===== config.mk =====
export PLATFORM = sky130hd
export DESIGN_NAME = tx_packet_framer_crc5_crc16
export DESIGN_NICKNAME = d
export VERILOG_FILES = /design/src/hdl/txpf_pkg.sv /design/src/hdl/tx_packet_framer_crc5_crc16.sv
export SDC_FILE = /design/constraint.sdc
export NUM_CORES = 1
export LEC_CHECK = 0
export ABC_AREA = 1
export BUFFER_PORTS_ARGS = -buffer_cell sky130_fd_sc_hd__buf_2
export CORE_ASPECT_RATIO = 1.1
export CORE_MARGIN = 2
export CORE_UTILIZATION = 50
export CTS_CLUSTER_DIAMETER = 50
export DETAILED_ROUTE_END_ITERATION = 8
export PLACE_DENSITY = 0.68
export SYNTH_ARGS = -nofsm -noshare
export SYNTH_HDL_FRONTEND = slang
export SYNTH_SLANG_ARGS = --single-unit

===== constraint.sdc =====
create_clock -name i_clk -period 2.7 [get_ports i_clk]
set_clock_uncertainty 0.1 [all_clocks]
set_input_delay 0.54 -clock i_clk [delete_from_list [all_inputs] [get_ports i_clk]]
set_output_delay 0.54 -clock i_clk [all_outputs]
set_load 0.1 [all_outputs]

===== src/hdl/txpf_pkg.sv =====
// Package for the transmit packet framer: op codes, framing constants,
// the input item struct and the byte-parallel CRC5 and CRC16 update functions.
// Depends on nothing.
`timescale 1ns / 1ps

package txpf_pkg;

    typedef enum logic [1:0] {
        OP_CMD  = 2'd0,
        OP_JOB  = 2'd1,
        OP_DATA = 2'd2
    } t_op;

    typedef enum logic {
        REG_CMD_TYPE = 1'b0,
        REG_JOB_HDR  = 1'b1
    } t_reg_idx;

    localparam logic [7:0] PRE0              = 8'h55;
    localparam logic [7:0] PRE1              = 8'hAA;
    localparam int         JOB_PAYLOAD_BYTES = 82;
    localparam logic [7:0] JOB_PAYLOAD_CNT   = 8'(JOB_PAYLOAD_BYTES);
    localparam logic [7:0] JOB_LEN_BYTE      = 8'(JOB_PAYLOAD_BYTES + 4);
    localparam logic [7:0] CMD_LEN_EXTRA     = 8'd3;
    localparam logic [7:0] CMD_TYPE_RESET    = 8'd64;
    localparam logic [7:0] JOB_HDR_RESET     = 8'd33;

    localparam logic [4:0]  CRC5_INIT  = 5'h1F;
    localparam logic [4:0]  CRC5_POLY  = 5'h05;
    localparam logic [15:0] CRC16_INIT = 16'hFFFF;
    localparam logic [15:0] CRC16_POLY = 16'h1021;

    localparam int MAX_BEATS = 5;
    localparam int CNT_W     = $clog2(MAX_BEATS + 1);

    typedef logic [CNT_W-1:0] t_cnt;

    typedef struct packed {
        logic [7:0] data_byte;
        logic [7:0] payload_length;
        logic [7:0] command_code;
        logic [7:0] group_bits;
        logic [1:0] op;
    } t_in_item;

    function automatic logic [4:0] crc5_byte(input logic [4:0] crc, input logic [7:0] b);
        logic [4:0] c;
        logic       fb;
        c = crc;
        for (int i = 7; i >= 0; i--) begin
            fb = c[4] ^ b[i];
            c  = {c[3:0], 1'b0} ^ (fb ? CRC5_POLY : 5'h00);
        end
        return c;
    endfunction

    function automatic logic [15:0] crc16_byte(input logic [15:0] crc, input logic [7:0] b);
        logic [15:0] c;
        c = crc ^ {b, 8'h00};
        for (int i = 0; i < 8; i++) begin
            c = {c[14:0], 1'b0} ^ (c[15] ? CRC16_POLY : 16'h0000);
        end
        return c;
    endfunction

endpackage


===== src/hdl/tx_packet_framer_crc5_crc16.sv =====
// Transmit packet framer top level: input register, framing and CRC logic,
// a five-byte result buffer drained one byte per cycle while i_m_tready is high.
// Depends on txpf_pkg.
`timescale 1ns / 1ps

// Request in, bytes out. A start-command request yields preamble 0x55 0xAA,
// header (type bits | group | command), length (payload + 3) and, for an empty
// payload, the CRC5 byte at once. A start-job request yields preamble, the job
// header byte and length 86, then 82 payload requests follow and the packet
// ends with CRC-16/CCITT-FALSE, high byte first. A payload request echoes its
// byte, plus the closing CRC after the last one; outside a packet it yields
// nothing. A request waits in the input register and is then turned into
// up to five bytes in the result buffer, which sends one byte per cycle
// while i_m_tready is high. Payload requests flow at one per cycle while the
// receiver is ready; a start request loads 4 or 5 bytes into the buffer, a
// closing payload request 2 (command) or 3 (job). The first byte leaves via
// the input register and the result buffer. tlast marks the final CRC byte.
module tx_packet_framer_crc5_crc16
    import txpf_pkg::*;
(
    input  logic        i_clk,
    input  logic        i_rst_n,
    input  logic        i_s_tvalid,
    output logic        o_s_tready,
    // [1:0] op, [9:2] group_bits, [17:10] command_code, [25:18] payload_length,
    // [33:26] data_byte, [39:34] zero
    input  logic [39:0] i_s_tdata,
    output logic        o_m_tvalid,
    input  logic        i_m_tready,
    // [7:0] tx_byte
    output logic [7:0]  o_m_tdata,
    output logic        o_m_tlast,
    input  logic        i_cfg_valid,
    output logic        o_cfg_ready,
    input  logic        i_cfg_index,
    input  logic [7:0]  i_cfg_data
);

    logic [7:0]  r_cmd_type;
    logic [7:0]  r_job_hdr;

    logic        r_in_valid;
    t_in_item    r_in;

    logic        r_open;
    logic        r_is_job;
    logic [7:0]  r_rem;
    logic [15:0] r_crc;
    logic        n_open;
    logic        n_is_job;
    logic [7:0]  n_rem;
    logic [15:0] n_crc;

    logic [7:0]  r_buf [MAX_BEATS];
    logic [7:0]  n_buf [MAX_BEATS];
    t_cnt        r_cnt;
    t_cnt        n_cnt;
    logic        r_eop;
    logic        n_eop;

    logic        buf_free;
    logic        advance;

    logic [7:0]  cmd_hdr;
    logic [7:0]  cmd_len;
    logic [4:0]  cmd_crc;
    logic [15:0] job_crc;
    logic [7:0]  rem_dec;
    logic [15:0] data_crc;

    assign o_cfg_ready = 1'b1;

    always_ff @(posedge i_clk) begin
        if (!i_rst_n) begin
            r_cmd_type <= CMD_TYPE_RESET;
            r_job_hdr  <= JOB_HDR_RESET;
        end else if (i_cfg_valid) begin
            unique case (t_reg_idx'(i_cfg_index))
                REG_CMD_TYPE: r_cmd_type <= i_cfg_data;
                REG_JOB_HDR:  r_job_hdr  <= i_cfg_data;
                default:      r_cmd_type <= r_cmd_type;
            endcase
        end
    end

    assign buf_free   = (r_cnt == '0) || ((r_cnt == t_cnt'(1)) && i_m_tready);
    assign advance    = r_in_valid && buf_free;
    assign o_s_tready = !r_in_valid || buf_free;

    always_ff @(posedge i_clk) begin
        if (!i_rst_n) begin
            r_in_valid <= 1'b0;
        end else if (o_s_tready) begin
            r_in_valid <= i_s_tvalid;
        end
    end

    always_ff @(posedge i_clk) begin
        if (o_s_tready && i_s_tvalid) begin
            r_in <= t_in_item'(i_s_tdata[33:0]);
        end
    end

    assign cmd_hdr  = r_cmd_type | r_in.group_bits | r_in.command_code;
    assign cmd_len  = r_in.payload_length + CMD_LEN_EXTRA;
    assign cmd_crc  = crc5_byte(crc5_byte(CRC5_INIT, cmd_hdr), cmd_len);
    assign job_crc  = crc16_byte(crc16_byte(CRC16_INIT, r_job_hdr), JOB_LEN_BYTE);
    assign rem_dec  = r_rem - 8'd1;
    assign data_crc = r_is_job ? crc16_byte(r_crc, r_in.data_byte)
                               : {11'd0, crc5_byte(r_crc[4:0], r_in.data_byte)};

    always_comb begin
        n_open   = r_open;
        n_is_job = r_is_job;
        n_rem    = r_rem;
        n_crc    = r_crc;
        n_cnt    = r_cnt;
        n_eop    = r_eop;
        for (int i = 0; i < MAX_BEATS; i++) begin
            n_buf[i] = r_buf[i];
        end
        if (o_m_tvalid && i_m_tready) begin
            for (int i = 0; i < MAX_BEATS - 1; i++) begin
                n_buf[i] = r_buf[i+1];
            end
            n_cnt = r_cnt - t_cnt'(1);
        end
        if (advance) begin
            n_cnt = '0;
            n_eop = 1'b0;
            unique case (t_op'(r_in.op))
                OP_CMD: begin
                    n_is_job = 1'b0;
                    n_rem    = r_in.payload_length;
                    n_crc    = {11'd0, cmd_crc};
                    n_buf[0] = PRE0;
                    n_buf[1] = PRE1;
                    n_buf[2] = cmd_hdr;
                    n_buf[3] = cmd_len;
                    n_buf[4] = {3'd0, cmd_crc};
                    if (r_in.payload_length == 8'd0) begin
                        n_open = 1'b0;
                        n_cnt  = t_cnt'(5);
                        n_eop  = 1'b1;
                    end else begin
                        n_open = 1'b1;
                        n_cnt  = t_cnt'(4);
                    end
                end
                OP_JOB: begin
                    n_is_job = 1'b1;
                    n_open   = 1'b1;
                    n_rem    = JOB_PAYLOAD_CNT;
                    n_crc    = job_crc;
                    n_buf[0] = PRE0;
                    n_buf[1] = PRE1;
                    n_buf[2] = r_job_hdr;
                    n_buf[3] = JOB_LEN_BYTE;
                    n_cnt    = t_cnt'(4);
                end
                OP_DATA: begin
                    if (r_open) begin
                        n_buf[0] = r_in.data_byte;
                        n_crc    = data_crc;
                        n_rem    = rem_dec;
                        n_cnt    = t_cnt'(1);
                        if (rem_dec == 8'd0) begin
                            n_open = 1'b0;
                            n_eop  = 1'b1;
                            if (r_is_job) begin
                                n_buf[1] = data_crc[15:8];
                                n_buf[2] = data_crc[7:0];
                                n_cnt    = t_cnt'(3);
                            end else begin
                                n_buf[1] = {3'd0, data_crc[4:0]};
                                n_cnt    = t_cnt'(2);
                            end
                        end
                    end
                end
                default: begin
                    n_cnt = '0;
                end
            endcase
        end
    end

    always_ff @(posedge i_clk) begin
        if (!i_rst_n) begin
            r_open   <= 1'b0;
            r_is_job <= 1'b0;
            r_rem    <= 8'd0;
            r_crc    <= 16'd0;
            r_cnt    <= '0;
            r_eop    <= 1'b0;
        end else begin
            r_open   <= n_open;
            r_is_job <= n_is_job;
            r_rem    <= n_rem;
            r_crc    <= n_crc;
            r_cnt    <= n_cnt;
            r_eop    <= n_eop;
        end
    end

    always_ff @(posedge i_clk) begin
        for (int i = 0; i < MAX_BEATS; i++) begin
            r_buf[i] <= n_buf[i];
        end
    end

    assign o_m_tvalid = (r_cnt != '0);
    assign o_m_tdata  = r_buf[0];
    assign o_m_tlast  = r_eop && (r_cnt == t_cnt'(1));

`ifndef SYNTHESIS
    a_cnt_range: assert property (@(posedge i_clk) disable iff (!i_rst_n)
        r_cnt <= t_cnt'(MAX_BEATS))
        else $error("result buffer count out of range");

    a_open_rem: assert property (@(posedge i_clk) disable iff (!i_rst_n)
        r_open |-> (r_rem != 8'd0))
        else $error("open packet with no bytes remaining");

    a_job_rem: assert property (@(posedge i_clk) disable iff (!i_rst_n)
        (r_open && r_is_job) |-> (r_rem <= JOB_PAYLOAD_CNT))
        else $error("job byte count above payload size");

    a_job_start: assert property (@(posedge i_clk) disable iff (!i_rst_n)
        (advance && (r_in.op == OP_JOB)) |=>
            ((r_cnt == t_cnt'(4)) && (r_buf[0] == PRE0) && r_open))
        else $error("job start did not load its four header bytes");
`endif

endmodule


==> metrics.md <==
| Metric | Value |
|---|---|
| Status | finished, final reports clean |
| CP peak stage delay | 0.36 ns |
| Post-synthesis cell type count | 55 |
| CTS tree | built |
| Placement Setup Slack | approximately 0.22 ns |
| Mapped Area | 6790 um2 |
| Buffer and inverter count on the worst path | 3 |
| Vias in the first global route | ~5700 |
| Initial DRT Pass Iterations | 6 |
| Root buffer cell | clkbuf_16 |
| Min Hold Slack | roughly 0.19 ns |
| Row count | 44 |
| # IOs | 66 |
| Via count | 6019 |
| Layout area overhead | 14.7% |
| Layout cell share with drive strength beyond 1 | 17.9% |
| Die width | around 120 um |
| CP max-delay cell | edfxtp_1 |
| NumNets Final | 1022 |
| Synth Area per Inst | 7.56 um2 |
| Hold path depth | 1 |
| Fill count | between 1000 and 1500 |
| Grt total ovfl | 0 |
| Height of the die | 126 um |
| Clock sinks | 118 |
| Ys flop type | dfxtp_1 |
| CP endpoint kind | register |
| Worst hold path type | input pin to register |
| Post-synth EDFFs | 39 |
| Worst rel slew slack | 60.7% |
| Worst skew pair latency | roughly 0.42 ns |
| Synthesized instance count | 898 |
| First-pass GRT wire length | 28900 um |
| Post-route ant nets | 0 |
| Max Cap Viol | 0 |
| All-layer global routing usage | 25.9% |
| Final setup fails | 0 |
| Routability cong. | 0.944 |
| Part of the cycle the worst path needs | 89.5% |
| Number of cells on the critical path | 13 |
| Yosys top cell by area | dfxtp_1 |
| Pin count of the biggest net entering global routing | 35 |
| Data required time at the worst endpoint | 2.78 ns |
| Fmax | between 400 and 500 MHz |
| Synth Warn # | 0 |
| Seq/Total Area, Yosys | 40.5% |
| Post-route DRC | 0 |
| Placed cells | 1099 |
| Most frequent cell after synthesis | nand2_1 |
| Post-CTS Setup Inserts | 0 |
| Pleak | 3.54 nW |
| Total Die Area | 14500 um2 |
| CP Class | register to register |
| Seq cells post-synth | 118 |
| Post-synth ARST share | 0% |
| RSZ-0062 raised after global routing | no |
| Post-Syn Nets | 963 |
| Critical path cell sequence | inv_1 -> ha_1 -> nor2_2 -> nand4_1 -> xor2_2 -> inv_1 -> nand3_1 -> nand3_1 -> nand2_1 -> inv_1 -> nand2_1 -> nand3_1 -> and2_1 |
| Worst-path clk slew | around 0.05 ns |
| Startpoint Class | register |
| Non-filler cells, final | 1131 |
| Final WS setup | 0.282 ns |
| Synth cell count leaders | nand2_1 (216), inv_1 (87), dfxtp_1 (79) |
| Crit path arrival time | 2.50 ns |
| Worst slew pin tran | 0.586 ns |
| H-tree levels | 4 |
| R2R depth | 13 |
| Routed len/inst | 15.8 um |
| Antenna violations before repair | 0 |
| Initial cell density of the core | 51.4% |
| Detailed Place HPWL | 13600 um |
| DR vias/cell | around 5.3 |
| Setup TNS | 0 ns |
| Top post-synthesis cells by area | dfxtp_1 (23%), edfxtp_1 (17%), nand2_1 (12%) |
| CTS resizes | 0 |
| Port-buffer cells | 58 |
| Clock buffer depth | 2 |
| PD cells | 1060 nW/um2 |
| Post-synth top area share | 23.3% |
| CP Max Fanout | 4 |
| Final Critical Period | around 2.4 ns |
| WL final | 17800 um |
| Number of buffers created by CTS | 17 |
| Core area | 13200 um2 |
| Antenna Cells | 0 |
| Initial DRC Count | about 520 |
| Peak VDD IR | between 0.4 and 0.5 mV |
| Slew Limit Fails | 0 |
| Final hold vios | 0 |
| Top delay family on crit path | simple AND/OR/NAND/NOR gates |
| Cts hold-fix bufs | 0 |
sequential cells by signal (all words and copies together) (netlist names), 3 cells and up:
name,count
r_buf,37
r_in,34
r_crc,16
r_cmd_type,8
r_job_hdr,8
r_rem,8
r_cnt,3
final timing paths:
| kind | start | end | slack [ns] |
|---|---|---|---|
| setup reg to reg | r_in[19] | r_buf[0][34] | 0.28 |
| hold / removal | i_s_tdata[22] | r_in[22] | 0.19 |
| hold reg to reg | r_crc[10] | r_crc[10] | 0.37 |
| setup / recovery | r_in[19] | r_buf[0][34] | 0.28 |
area by class of cell:
type                    count  area (um2)  area share (%)
clock buffers              17         425            5.46
clock inverters            15         138            1.77
multi-input cells         639        3460            44.5
inverters                 108         407            5.22
repair buffers             73         403            5.17
well taps                 161         201            2.59
flip-flops and latches    118        2750            35.3
power breakdown:
| group | switching [W] | internal [W] |
|---|---|---|
| combinational | 0.00239 | 0.00111 |
| clock | 0.000817 | 0.00134 |
| sequential | 0.000275 | 0.00230 |
| total | 0.00348 | 0.00474 |
cell families after synthesis:
| kind of cell | share of synthesized area (%) |
|---|---|
| mux | 1.09 |
| compound gates | 16.0 |
| xor+xnor | 6.00 |
| other cells | 0.0552 |
| simple gates | 25.7 |
| flops | 40.5 |
| buf+inv | 8.66 |
| fa+ha+maj | 2.03 |
cells in the final DEF, fill, tap and decap left out, types with 3 or more instances in the layout:
cell and instances:
buf_4 15, a31oi_1 4, mux2_2 3, xor2_2 4, nand2_4 4, xnor2_1 18, nand4_1 5, o211ai_1 7
nand2_1 216, inv_1 87, clkinv_2 5, clkinv_1 7, a221oi_1 8, a22oi_1 5, o21ai_1 8, xor2_1 22
nand2_2 19, or2_2 4, o22ai_1 10, nand3_2 5, nor2_1 65, ha_1 11, clkbuf_16 17, and2_1 3
mux2i_1 4, clkinvlp_4 5, a211oi_1 6, o21ai_0 68, edfxtp_1 39, a21oi_1 58, nand3_1 50, buf_2 58
inv_2 16, dfxtp_1 79, nor2_2 6
stage by stage:
step | util, % | instance area [um2] | power (W)
CTS | 58.9 | 7780 | 0.00823
global placement | 54.6 | 7220 | 0.00601
floorplan | - | 6800 | 0.00535
detailed placement | 54.6 | 7220 | 0.00606
finish | 59.0 | 7790 | 0.00822
global route | 59.0 | 7790 | 0.00876
metal layers:
layer	GRT usage, %	vias to the layer above	wire (um)	part of all wire (%)
li1	-	3076	-	-
met3	5.39	45	1090	6.1
met2	41.2	199	8280	46
met4	12.4	0	600	3.4
met1	33.5	2699	7860	44
met5	0	-	0	0
No activity file was read; power rests on OpenSTA's default activity.
